===== src/hdl/d2m_pkg.sv =====
`timescale 1ns / 1ps
`default_nettype none
// ----------------------------------------------------------------------------
// d2m_pkg: shared types and constants of the depth-to-mesh block
// Register indices and reset values, the configuration bundle and the command
// word that the front part hands to the back part through the queue.
// ----------------------------------------------------------------------------
package d2m_pkg;

    // Default frame bounds for the top-level parameters
    localparam int MAX_WIDTH_DEF  = 1024;
    localparam int MAX_HEIGHT_DEF = 1024;

    // Field widths
    localparam int SIZE_W   = 11;
    localparam int COEF_W   = 24;
    localparam int CFG_W    = 24;
    localparam int REG_IDX_W = 3;
    localparam int DEPTH_W  = 16;
    localparam int IDX_W    = 20;
    localparam int POS_W    = 32;
    localparam int Z_W      = 31;
    // Offset magnitude |2*pos - center|; 2*pos stays below 8192 at the largest frame
    localparam int MAG_W    = 13;

    // Command queue between the front and back parts
    localparam int QUEUE_DEPTH = 4;

    // Result kinds
    localparam logic KIND_VERTEX   = 1'b0;
    localparam logic KIND_TRIANGLE = 1'b1;

    // Configuration register indices
    typedef enum logic [REG_IDX_W-1:0] {
        REG_FRAME_WIDTH   = 3'd0,
        REG_FRAME_HEIGHT  = 3'd1,
        REG_CENTER_X_HALF = 3'd2,
        REG_CENTER_Y_HALF = 3'd3,
        REG_INV_FOCAL_X   = 3'd4,
        REG_INV_FOCAL_Y   = 3'd5,
        REG_DEPTH_SCALE   = 3'd6
    } reg_index_t;

    // Reset values
    localparam logic [SIZE_W-1:0] RST_FRAME_WIDTH   = 11'd640;
    localparam logic [SIZE_W-1:0] RST_FRAME_HEIGHT  = 11'd480;
    localparam logic [SIZE_W-1:0] RST_CENTER_X_HALF = 11'd639;
    localparam logic [SIZE_W-1:0] RST_CENTER_Y_HALF = 11'd479;
    localparam logic [COEF_W-1:0] RST_INV_FOCAL_X   = 24'd31957;
    localparam logic [COEF_W-1:0] RST_INV_FOCAL_Y   = 24'd31957;
    localparam logic [COEF_W-1:0] RST_DEPTH_SCALE   = 24'd33554;

    typedef struct packed {
        logic [SIZE_W-1:0] frame_width;
        logic [SIZE_W-1:0] frame_height;
        logic [SIZE_W-1:0] center_x_half;
        logic [SIZE_W-1:0] center_y_half;
        logic [COEF_W-1:0] inv_focal_x;
        logic [COEF_W-1:0] inv_focal_y;
        logic [COEF_W-1:0] depth_scale;
    } d2m_cfg_t;

    // Per-pixel bookkeeping that rides along the arithmetic pipeline
    typedef struct packed {
        logic             has_tri;
        logic             neg_x;
        logic             neg_y;
        logic [IDX_W-1:0] idx_me;
        logic [IDX_W-1:0] idx_tl;
        logic [IDX_W-1:0] idx_tr;
        logic [IDX_W-1:0] idx_bl;
    } d2m_meta_t;

    typedef struct packed {
        logic [DEPTH_W-1:0] depth;
        logic [MAG_W-1:0]   mag_x;
        logic [MAG_W-1:0]   mag_y;
        d2m_meta_t          meta;
    } d2m_cmd_t;

endpackage
`default_nettype wire


===== src/hdl/d2m_queue.sv =====
`timescale 1ns / 1ps
`default_nettype none
// ----------------------------------------------------------------------------
// d2m_queue: short command queue
// Decouples the pixel front part from the arithmetic back part so that
// either one may stall while the other keeps going.
// ----------------------------------------------------------------------------
module d2m_queue (
    input  wire                 aclk,
    input  wire                 aresetn,
    input  wire                 push_valid,
    output logic                push_ready,
    input  d2m_pkg::d2m_cmd_t   push_data,
    output logic                pop_valid,
    input  wire                 pop_ready,
    output d2m_pkg::d2m_cmd_t   pop_data
);

    localparam int DEPTH = d2m_pkg::QUEUE_DEPTH;
    localparam int PTR_W = $clog2(DEPTH);
    localparam int CNT_W = $clog2(DEPTH + 1);

    d2m_pkg::d2m_cmd_t slots [DEPTH];
    logic [PTR_W-1:0]  wr_ptr_reg;
    logic [PTR_W-1:0]  rd_ptr_reg;
    logic [CNT_W-1:0]  count_reg;
    logic              do_push;
    logic              do_pop;

    assign push_ready = (count_reg != CNT_W'(DEPTH));
    assign pop_valid  = (count_reg != '0);
    assign pop_data   = slots[rd_ptr_reg];
    assign do_push    = push_valid && push_ready;
    assign do_pop     = pop_valid && pop_ready;

    // Store the incoming request
    always_ff @(posedge aclk) begin
        if (do_push) begin
            slots[wr_ptr_reg] <= push_data;
        end
    end

    // Advance pointers and occupancy
    always_ff @(posedge aclk) begin
        if (!aresetn) begin
            wr_ptr_reg <= '0;
            rd_ptr_reg <= '0;
            count_reg  <= '0;
        end else begin
            if (do_push) begin
                wr_ptr_reg <= (wr_ptr_reg == PTR_W'(DEPTH - 1)) ? '0 : wr_ptr_reg + 1'b1;
            end
            if (do_pop) begin
                rd_ptr_reg <= (rd_ptr_reg == PTR_W'(DEPTH - 1)) ? '0 : rd_ptr_reg + 1'b1;
            end
            if (do_push && !do_pop) begin
                count_reg <= count_reg + 1'b1;
            end else if (do_pop && !do_push) begin
                count_reg <= count_reg - 1'b1;
            end
        end
    end

endmodule
`default_nettype wire


===== config.mk =====
export PLATFORM = sky130hd
export DESIGN_NAME = d2m_queue
export DESIGN_NICKNAME = d
export VERILOG_FILES = /design/src/hdl/d2m_pkg.sv /design/src/hdl/d2m_queue.sv
export SDC_FILE = /design/constraint.sdc
export NUM_CORES = 1
export LEC_CHECK = 0
export ABC_CLOCK_PERIOD_IN_PS = 7900
export BUFFER_PORTS_ARGS = -buffer_cell sky130_fd_sc_hd__buf_2
export CAP_MARGIN = 0
export CORE_MARGIN = 5
export CORE_UTILIZATION = 54
export DETAILED_ROUTE_END_ITERATION = 10
export PLACE_DENSITY = 0.86
export SLEW_MARGIN = 5
export SYNTH_ARGS = -nofsm -noshare
export SYNTH_HDL_FRONTEND = slang
export SYNTH_SLANG_ARGS = --single-unit

===== constraint.sdc =====
create_clock -name aclk -period 7.9 [get_ports aclk]
set_input_delay 0 -clock aclk [delete_from_list [all_inputs] [get_ports aclk]]
set_output_delay 0 -clock aclk [all_outputs]
set_load 0.005 [all_outputs]

==> results.yml <==
layout:
  n_fill_cell: 2047
  largest_register_ffs: 500
  area_delta_synth_final_pct: 24.97
  stdcell_area_um2: 23110
  drive_gt1_share_pct: 40.38
  nNetsFinal: 1255
die:
  io_pins: 256
  die_area_um2: 38040
  core_um2: 33700
  die_w_um: 195.0
  die_y_um: 195.0
  start_util_pct: 54.87
  rows: 67
logic_synthesis:
  synth_area_um2: 18490
  synthDistinctLibCells: 26
  avgSynthCellArea_um2: 26.26
  yosys_warnings: 0
  ys_ff_latch: 509
  synth_fp_nets: 840
  synth_cells: 704
  yosysSeqAreaShare_pct: 82.18
sta:
  clock_skew_ns: 0.01965
  fmax_ghz: 0.3119
  tns_ns: 0
  layout_min_cycle_time_ns: 3.206
  worstMarginPinSlew_ns: 1.063
  fin_ws_ns: 4.694
  post-route-period-util_pct: 40.58
  drv_slew: 0
  setup_viol: 0
  hold_viol: 0
  whs_ns: 0.2050
  grt_setup_unrepaired: "false"
  max-slew-margin-rel_pct: 29.13
placement:
  io_buffer_count: 255
  dp_slack_ns: 4.947
  gp_congestion: 0.8052
  dpl.hpwl_um: 22080
  placed_area_um2: 20230
clock_tree:
  clock-root-buffer: "clkbuf_16"
  cts_num_sinks: 509
  clockBufferDepth: 3
  numCtsBuffers: 49
  ctsResizeCount: 0
  htree_levels: 2
  clk_pin_slew_ns: 0.06
  clk_latency_ns: 0.55
  cts_tree: "yes"
job:
  drv_cap: 0
critical_path:
  r2r_cells: 3
  crit_arrival_ns: 3.21
  critPathKind: "reg2out"
  crit_required_ns: 7.90
  endpoint_kind: "output port"
  worstPathMaxFanout: 49
  crit_path_start_kind: "register"
route:
  firstDrtPassIters: 5
  drt-initial-drc-count: 672
  num_vias: 9009
  final_antenna_net_count: 0
  drc: 0
  post_drt_via_cell_ratio: 5.599
  wire_per_inst_um: 24.19
  drt_wl_total_um: 38920
outcome:
  status: "completed"
grt:
  track_usage_pct: 20.41
  gr-total-overflow: 0
  grt_antenna_before_repair: 2
  grt_pass1_vias: 9700
  grt_max_degree: 72
  grt_pass1_wl_um: 59360
power:
  power_density_nw_per_um2: 303.9
  p_leak_nw: 7.820
  vdd_drop_max_mv: 0.2517
worst_hold_path:
  hold_depth: 2
  hold_path_class: "in2reg"
==> worst max-delay path, cell delays in order, from the launching register on <==
cell	delay, ns
dfxtp_4	0.90
buf_4	0.90
mux4_2	0.65
buf_2	0.16
==> cell type report <==
| type | count | area [um2] | share of cell area, % |
|---|---|---|---|
| flip-flops and latches | 509 | 15200 | 65.79 |
| repair buffers | 394 | 2645 | 11.45 |
| clock inverters | 23 | 187.7 | 0.8122 |
| inverters | 3 | 11.26 | 0.04873 |
| multi-input cells | 162 | 3115 | 13.48 |
| clock buffers | 68 | 1380 | 5.972 |
| well taps | 448 | 560.5 | 2.426 |
| diodes | 2 | 5.005 | 0.02166 |
==> Yosys cell counts, drive strengths merged <==
library cell  instances  area, um2
a21boi                1      7.510
and2                  2      15.02
and3                  4      30.03
buf                  21      148.9
clkbuf                9      35.03
dfxtp                 9      180.2
edfxtp              500      15010
fa                    1      20.02
ha                    6      75.07
inv                   3      11.26
mux2i                 2      20.02
mux4                125       2815
nand2                 5      18.77
nand3                 2      10.01
nand4                 1      6.260
nor2                  2      7.510
nor2b                 1      6.260
o21ai                 4      20.02
o31ai                 1      7.510
or3                   2      15.01
or3b                  1      8.760
xnor2                 1      8.760
xor2                  1      8.760
==> path summary, 6_finish.rpt <==
check                 from       endpoint  slack, ns
max               register   pop_data[82]       4.69
min          push_data[77]   slots[2][77]       0.21
max reg2reg   count_reg[0]  slots[2][111]       4.95
min reg2reg  rd_ptr_reg[1]  rd_ptr_reg[1]       0.54
==> power by group <==
| part | internal [W] | switching (W) |
|---|---|---|
| clock | 0.00132 | 0.000933 |
| combinational | 0.000693 | 0.000660 |
| sequential | 0.00328 | 0.000139 |
| total | 0.00529 | 0.00173 |
==> per-stage QoR <==
stage / util, % / cells / power [W]
2_1_floorplan: - / 704 / 0.004223
3_3_place_gp: 60.04 / 1386 / 0.004736
3_5_place_dp: 60.04 / 1386 / 0.004779
4_1_cts: 68.55 / 1607 / 0.007084
5_1_grt: 68.57 / 1609 / 0.007329
6_report: 68.57 / 1609 / 0.007021
==> repair_timing <==
item                      in CTS  in global routing
hold endpoints to repair     509                  0
setup buffers                  0                  0
hold buffers                 130                  0
==> cell families (layout without fill, tap and decap cells) <==
logic type	Yosys count	count (layout)	share of synthesized area, %
other	0	2	0
xor gates and xnor gates	2	2	0.09475
buffers and inverters	33	488	1.056
muxes	127	127	15.33
DFF	509	509	82.18
AOI/OAI and AO/OA	6	6	0.1895
adders and majority gates	7	7	0.5143
and+or+nand+nor	20	20	0.6362
==> placed cells by master, fill, tap and decap left out, types with 2 or more instances in the layout <==
| cell | n |
|---|---|
| dfxtp_1 | 7 |
| buf_2 | 255 |
| nand3_1 | 2 |
| diode_2 | 2 |
| clkinv_2 | 10 |
| or3_2 | 2 |
| clkbuf_1 | 13 |
| bufinv_16 | 3 |
| nand2_1 | 5 |
| ha_1 | 6 |
| nor2_1 | 2 |
| o21ai_0 | 4 |
| clkinv_1 | 8 |
| inv_1 | 3 |
| inv_6 | 2 |
| clkbuf_16 | 51 |
| clkbuf_8 | 4 |
| mux4_2 | 125 |
| edfxtp_1 | 500 |
| buf_4 | 9 |
| mux2i_1 | 2 |
| and3_4 | 4 |
| dfxtp_4 | 2 |
| dlygate4sd3_1 | 130 |
==> routing by layer <==
layer / track usage (%) / routed length [um]
met1: 29.49 / 15950
met2: 32.15 / 19140
met3: 5.480 / 3120
met4: 4.603 / 703
met5: 0 / 0
(Power assumes the default switching activity.)
