File: src/hdl/d2m_pkg.sv
`timescale 1ns / 1ps
`default_nettype none
// ----------------------------------------------------------------------------
// d2m_pkg: shared types and constants of the depth-to-mesh block
// Register indices and reset values, the configuration bundle and the command
// word that the front part hands to the back part through the queue.
// ----------------------------------------------------------------------------
package d2m_pkg;

    // Default frame bounds for the top-level parameters
    localparam int MAX_WIDTH_DEF  = 1024;
    localparam int MAX_HEIGHT_DEF = 1024;

    // Field widths
    localparam int SIZE_W   = 11;
    localparam int COEF_W   = 24;
    localparam int CFG_W    = 24;
    localparam int REG_IDX_W = 3;
    localparam int DEPTH_W  = 16;
    localparam int IDX_W    = 20;
    localparam int POS_W    = 32;
    localparam int Z_W      = 31;
    // Offset magnitude |2*pos - center|; 2*pos stays below 8192 at the largest frame
    localparam int MAG_W    = 13;

    // Command queue between the front and back parts
    localparam int QUEUE_DEPTH = 4;

    // Result kinds
    localparam logic KIND_VERTEX   = 1'b0;
    localparam logic KIND_TRIANGLE = 1'b1;

    // Configuration register indices
    typedef enum logic [REG_IDX_W-1:0] {
        REG_FRAME_WIDTH   = 3'd0,
        REG_FRAME_HEIGHT  = 3'd1,
        REG_CENTER_X_HALF = 3'd2,
        REG_CENTER_Y_HALF = 3'd3,
        REG_INV_FOCAL_X   = 3'd4,
        REG_INV_FOCAL_Y   = 3'd5,
        REG_DEPTH_SCALE   = 3'd6
    } reg_index_t;

    // Reset values
    localparam logic [SIZE_W-1:0] RST_FRAME_WIDTH   = 11'd640;
    localparam logic [SIZE_W-1:0] RST_FRAME_HEIGHT  = 11'd480;
    localparam logic [SIZE_W-1:0] RST_CENTER_X_HALF = 11'd639;
    localparam logic [SIZE_W-1:0] RST_CENTER_Y_HALF = 11'd479;
    localparam logic [COEF_W-1:0] RST_INV_FOCAL_X   = 24'd31957;
    localparam logic [COEF_W-1:0] RST_INV_FOCAL_Y   = 24'd31957;
    localparam logic [COEF_W-1:0] RST_DEPTH_SCALE   = 24'd33554;

    typedef struct packed {
        logic [SIZE_W-1:0] frame_width;
        logic [SIZE_W-1:0] frame_height;
        logic [SIZE_W-1:0] center_x_half;
        logic [SIZE_W-1:0] center_y_half;
        logic [COEF_W-1:0] inv_focal_x;
        logic [COEF_W-1:0] inv_focal_y;
        logic [COEF_W-1:0] depth_scale;
    } d2m_cfg_t;

    // Per-pixel bookkeeping that rides along the arithmetic pipeline
    typedef struct packed {
        logic             has_tri;
        logic             neg_x;
        logic             neg_y;
        logic [IDX_W-1:0] idx_me;
        logic [IDX_W-1:0] idx_tl;
        logic [IDX_W-1:0] idx_tr;
        logic [IDX_W-1:0] idx_bl;
    } d2m_meta_t;

    typedef struct packed {
        logic [DEPTH_W-1:0] depth;
        logic [MAG_W-1:0]   mag_x;
        logic [MAG_W-1:0]   mag_y;
        d2m_meta_t          meta;
    } d2m_cmd_t;

endpackage
`default_nettype wire

File: src/hdl/d2m_front.sv
`timescale 1ns / 1ps
`default_nettype none
// ----------------------------------------------------------------------------
// d2m_front: pixel intake and window classification
// Tracks column and row, keeps the one-bit nonzero line buffer, decides
// whether the pixel closes a fully measured 2x2 window and builds the
// vertex and corner indices; accepts a pixel, then requests until taken.
// ----------------------------------------------------------------------------
module d2m_front #(
    parameter int MAX_WIDTH  = d2m_pkg::MAX_WIDTH_DEF,
    parameter int MAX_HEIGHT = d2m_pkg::MAX_HEIGHT_DEF
) (
    input  wire                              aclk,
    input  wire                              aresetn,
    input  d2m_pkg::d2m_cfg_t                cfg,
    input  wire                              s_valid,
    output logic                             s_ready,
    input  wire  [d2m_pkg::DEPTH_W-1:0]      s_depth_raw,
    output logic                             cmd_valid,
    input  wire                              cmd_ready,
    output d2m_pkg::d2m_cmd_t                cmd
);

    localparam int CW  = $clog2(MAX_WIDTH);
    localparam int RW  = $clog2(MAX_HEIGHT);
    localparam int WW  = $clog2(MAX_WIDTH + 1);
    localparam int HW  = $clog2(MAX_HEIGHT + 1);
    localparam int PW  = RW + WW;
    localparam int MW1 = d2m_pkg::MAG_W + 1;
    localparam int IW  = d2m_pkg::IDX_W;

    typedef enum logic {
        ST_IDLE,
        ST_PUSH
    } state_t;

    state_t                      state_reg;
    logic [CW-1:0]               col_cnt_reg;
    logic [RW-1:0]               row_cnt_reg;
    logic                        left_nz_reg;
    logic                        ul_nz_reg;
    logic [d2m_pkg::DEPTH_W-1:0] depth_reg;
    logic [CW-1:0]               col_reg;
    logic [RW-1:0]               row_reg;
    logic [PW-1:0]               row_base_reg;
    logic                        lb_rd_reg;
    logic                        line_buf [MAX_WIDTH];

    logic [WW-1:0]  w_eff;
    logic [HW-1:0]  h_eff;
    logic           s_accept;
    logic           push;
    logic           cur_nz;
    logic           up_nz;
    logic           has_tri;
    logic [IW-1:0]  rb;
    logic [IW-1:0]  col20;
    logic [IW-1:0]  idx_me;
    logic [IW-1:0]  idx_tr;
    logic [MW1-1:0] px;
    logic [MW1-1:0] py;
    logic [MW1-1:0] cx;
    logic [MW1-1:0] cy;
    logic           neg_x;
    logic           neg_y;
    logic [MW1-1:0] dx;
    logic [MW1-1:0] dy;
    logic           wrap_col;
    logic           wrap_row;
    logic [CW-1:0]  col_cnt_next;
    logic [RW-1:0]  row_cnt_next;
    logic           left_nz_next;
    logic           ul_nz_next;

    // Clamp the frame size to 1..max
    always_comb begin
        w_eff = WW'(cfg.frame_width);
        if (cfg.frame_width == '0) begin
            w_eff = WW'(1);
        end else if (32'(cfg.frame_width) > 32'(MAX_WIDTH)) begin
            w_eff = WW'(MAX_WIDTH);
        end
        h_eff = HW'(cfg.frame_height);
        if (cfg.frame_height == '0) begin
            h_eff = HW'(1);
        end else if (32'(cfg.frame_height) > 32'(MAX_HEIGHT)) begin
            h_eff = HW'(MAX_HEIGHT);
        end
    end

    assign s_ready   = (state_reg == ST_IDLE);
    assign s_accept  = s_valid && s_ready;
    assign cmd_valid = (state_reg == ST_PUSH);
    assign push      = cmd_valid && cmd_ready;

    // Classify the 2x2 window ending at this pixel
    assign cur_nz  = (depth_reg != '0);
    assign up_nz   = (row_reg != '0) && lb_rd_reg;
    assign has_tri = (col_reg != '0) && (row_reg != '0) && cur_nz && left_nz_reg
                     && up_nz && ul_nz_reg;

    // Vertex and corner indices, modulo the index width
    assign rb     = IW'(row_base_reg);
    assign col20  = IW'(col_reg);
    assign idx_me = rb + col20;
    assign idx_tr = rb - IW'(w_eff) + col20;

    // Offsets from the optical center in half-pixel units
    assign px    = MW1'({col_reg, 1'b0});
    assign py    = MW1'({row_reg, 1'b0});
    assign cx    = MW1'(cfg.center_x_half);
    assign cy    = MW1'(cfg.center_y_half);
    assign neg_x = (px < cx);
    assign neg_y = (py < cy);
    assign dx    = neg_x ? (cx - px) : (px - cx);
    assign dy    = neg_y ? (cy - py) : (py - cy);

    always_comb begin
        cmd.depth        = depth_reg;
        cmd.mag_x        = dx[d2m_pkg::MAG_W-1:0];
        cmd.mag_y        = dy[d2m_pkg::MAG_W-1:0];
        cmd.meta.has_tri = has_tri;
        cmd.meta.neg_x   = neg_x;
        cmd.meta.neg_y   = neg_y;
        cmd.meta.idx_me  = idx_me;
        cmd.meta.idx_tl  = idx_tr - IW'(1);
        cmd.meta.idx_tr  = idx_tr;
        cmd.meta.idx_bl  = idx_me - IW'(1);
    end

    // Advance the scan position; wrap at the end of a row and of the frame
    always_comb begin
        wrap_col     = (32'(col_reg) + 32'd1) >= 32'(w_eff);
        wrap_row     = (32'(row_reg) + 32'd1) >= 32'(h_eff);
        col_cnt_next = wrap_col ? '0 : CW'(32'(col_reg) + 32'd1);
        row_cnt_next = row_reg;
        if (wrap_col) begin
            row_cnt_next = wrap_row ? '0 : RW'(32'(row_reg) + 32'd1);
        end
        left_nz_next = wrap_col ? 1'b0 : cur_nz;
        ul_nz_next   = wrap_col ? 1'b0 : up_nz;
    end

    // Line buffer: read the column above on accept, write it back on request
    always_ff @(posedge aclk) begin
        if (s_accept) begin
            lb_rd_reg <= line_buf[col_cnt_reg];
        end
        if (push) begin
            line_buf[col_reg] <= cur_nz;
        end
    end

    // Intake sequencer
    always_ff @(posedge aclk) begin
        if (!aresetn) begin
            state_reg   <= ST_IDLE;
            col_cnt_reg <= '0;
            row_cnt_reg <= '0;
            left_nz_reg <= 1'b0;
            ul_nz_reg   <= 1'b0;
        end else begin
            unique case (state_reg)
                ST_IDLE: begin
                    if (s_valid) begin
                        depth_reg    <= s_depth_raw;
                        col_reg      <= col_cnt_reg;
                        row_reg      <= row_cnt_reg;
                        row_base_reg <= PW'(row_cnt_reg) * PW'(w_eff);
                        state_reg    <= ST_PUSH;
                    end
                end
                ST_PUSH: begin
                    if (cmd_ready) begin
                        col_cnt_reg <= col_cnt_next;
                        row_cnt_reg <= row_cnt_next;
                        left_nz_reg <= left_nz_next;
                        ul_nz_reg   <= ul_nz_next;
                        state_reg   <= ST_IDLE;
                    end
                end
                default: state_reg <= ST_IDLE;
            endcase
        end
    end

endmodule
`default_nettype wire

File: config.mk
export PLATFORM = sky130hd
export DESIGN_NAME = d2m_front
export DESIGN_NICKNAME = d
export VERILOG_FILES = /design/src/hdl/d2m_pkg.sv /design/src/hdl/d2m_front.sv
export SDC_FILE = /design/constraint.sdc
export NUM_CORES = 2
export LEC_CHECK = 0
export BUFFER_PORTS_ARGS = -buffer_cell sky130_fd_sc_hd__buf_2
export CORE_ASPECT_RATIO = 1.1
export CORE_MARGIN = 5
export CORE_UTILIZATION = 56
export CTS_CLUSTER_SIZE = 24
export DETAILED_ROUTE_END_ITERATION = 7
export PLACE_DENSITY = 0.88
export SYNTH_ARGS = -nofsm -noshare
export SYNTH_HDL_FRONTEND = slang
export SYNTH_SLANG_ARGS = --single-unit
File: constraint.sdc
create_clock -name aclk -period 24.3 [get_ports aclk]
set_clock_uncertainty 0.05 [all_clocks]
set_input_delay 4.86 -clock aclk [delete_from_list [all_inputs] [get_ports aclk]]
set_output_delay 4.86 -clock aclk [all_outputs]
set_load 0.02 [all_outputs]
==> impl_metrics.toml <==
[sta]
setup_viol = 0
fin_ws_ns = 9.44
min_period_over_period_pct = 61.2
rsz0062_at_grt = "false"
final_hold_viol_count = 0
slew_headroom_pct = 1.56
whs_ns = 0.420
max_clock_freq_mhz = 67.3
worst_slew_pin_slew_ns = 1.48
min_period_ns = 14.86
report.final.slew_viol_count = 0

[clock_tree]
cts_buffer_depth = 3
cts.reportedPaths.clkPinSlew_ns = 0.06
cts_resized = 0
clock_latency_ns = 0.71
cts_buffers = 105
post_cts_buffers = 0
clock-sinks = 1104
htreeDepth = 3
hold_buffers = 0
cts_tree = "built"
root_buffer = "clkbuf_16"

[critical_path]
crit_fanout = 22
cp.arrival_ns = 9.95
crit_path_end_kind = "output port"
startpoint_type = "input pin"
startpoint = "cfg[115]"
crit_type = "input pin to output port"
r2r_start = "col_cnt_reg[0]"
worstPathRequired_ns = 19.39

[route]
drc_errors = 0
drt-total-wl_um = 156000
wire_per_inst_um = 28.1
via_per_inst = 6.59
vias = 36536
drt_iter0_markers = 5812
final_antenna_net_count = 0
first_pass_iters = 6

[layout]
drive_above_1_share_pct = 18.6
largest_register_ffs = 1024
fin_nets = 4542
finalInstanceArea_um2 = 60900
syn2layout_area_growth_pct = 9.61
final_cells = 5546
utilization_pct = 61.7

[placement]
io_buffers = 190
gp_congestion = 0.866
dpl-instance-area_um2 = 57400
dp_worst_setup_slack_ns = 9.48
dp.cells = 5345
place_hpwl_um = 84600

[synth]
ys_top_cells_by_count = "1082 x nor2_1, 1081 x edfxtp_1, 324 x mux4_2"
synth_flop_cell = "edfxtp_1"
yosys.area.top_type = "edfxtp_1"
yosys-top-cells-area = "edfxtp_1 58%, mux4_2 13%, nor2_1 7.3%"
synth.avg_cell_area_um2 = 13.4
synthesis.area_um2 = 55500
yosysWarnings = 0
syn_inst = 4131
ys_seq_area_share_pct = 59.3
ys_async_sr_fraction_pct = 0
synth_top_cell_area_share_pct = 58.5
ys_ff_latch = 1104
synthDistinctLibCells = 78
synth_nets = 4512
yosysMostFrequentCell = "nor2_1"
synth_edf_count = 1081

[power_and_ir_drop]
peakVddDrop_uv = 71.9
power.leakage_nw = 15.5
power-per-cell-area_nw_per_um2 = 68.4

[global_routing]
use_met1_pct = 34.0
met3_usage_pct = 8.34
grt_pass1_vias = 37336
track_usage_pct = 29.3
grt-ovfl-total = 0
antenna_found_initial = 4
grt_max_degree = 369
busiest_layer = "met2"
use_met2_pct = 48.3
grt_pass1_wl_um = 231000

[hold_path]
hold_path_class = "flop to flop"
min_from = "ul_nz_reg"

[floorplanning]
num_io_pins = 263
placementRows = 121
core_area_um2 = 98700
die_w_um = 310
die_h_um = 340
start_util_pct = 56.3
die_area_um2 = 106000

[run_status]
outcome = "finished, final reports clean"

[flow_run]
drv_cap = 0
critical path: stages:
cell       delay (ns)
buf_2            0.25
nor2b_1          0.91
inv_1            0.21
fa_1             0.53
fa_1             0.44
a211oi_1         0.35
o21ai_1          0.21
a2111oi_2        0.47
o31ai_1          0.15
xnor2_1          0.18
nand2b_1         0.21
nor4_1           0.47
nand2_1          0.16
nor3_1           0.20
xor2_1           0.16
buf_2            0.18
cell families after synthesis:
| logic type | synth area share [%] |
|---|---|
| buf+inv | 3.50 |
| simple gates | 11.4 |
| flops | 59.3 |
| mux | 13.9 |
| xor+xnor | 1.87 |
| compound gates | 3.37 |
| fa+ha+maj | 6.66 |
stage by stage:
stage | setup TNS (ns) | power, mW
2_1_floorplan | -0.149 | 2.39
3_3_place_gp | 0 | 2.50
3_5_place_dp | 0 | 2.51
4_1_cts | 0 | 4.15
5_1_grt | 0 | 4.28
6_report | 0 | 4.16
report_power, final:
group	internal (mW)	switching, mW	total, mW
clock	0.950	0.742	1.69
sequential	2.07	0.0198	2.09
combinational	0.138	0.246	0.384
total	3.15	1.01	4.16
layer usage:
metal  vias up  share of wire [%]
li1      14929                  -
met4         2                7.8
met5         -              0.013
met2      3057                 48
met3       802                 14
met1     17746                 30
cells in the final DEF (no fill, tap or decap), types with 9 or more instances in the layout:
master and n:
nor2_1 1082, edfxtp_1 1081, mux4_2 324, buf_2 190, inv_1 171, ha_1 161
nand2_1 155, clkbuf_16 109, xnor2_1 86, fa_1 84, and2_1 59, a21oi_1 58
buf_4 56, o21ai_0 51, nand3_1 44, a21o_1 37, mux2i_1 37, nor3_1 35
nand2_2 31, xor2_1 29, clkbuf_1 28, clkinv_1 24, nand2b_1 24, nor2b_1 22
nor4_1 18, dfxtp_1 18, o21bai_1 15, a31oi_1 13, and3_1 13, a211oi_1 12
o211ai_1 12, bufinv_16 12, clkinv_2 11, a22oi_1 10, a32o_1 10, clkinvlp_4 9
final cells by class:
cell class / count / area, um2
diodes: 4 / 10.0
clock buffers: 137 / 2830
clock inverters: 60 / 621
fillers: 6535 / 37800
inverters: 173 / 649
multi-input cells: 2528 / 20800
flip-flops and latches: 1104 / 32900
well taps: 1291 / 1620
repair buffers: 249 / 1430
path summary, 6_finish.rpt:
kind | endpoint | slack (ns) | cells after the start
setup / recovery | cmd[58] | 9.44 | 16
hold / removal | ul_nz_reg | 0.42 | 2
setup reg to reg | lb_rd_reg | 17.80 | 12
hold reg to reg | ul_nz_reg | 0.42 | 2
Power figures use the tool's default switching activity.
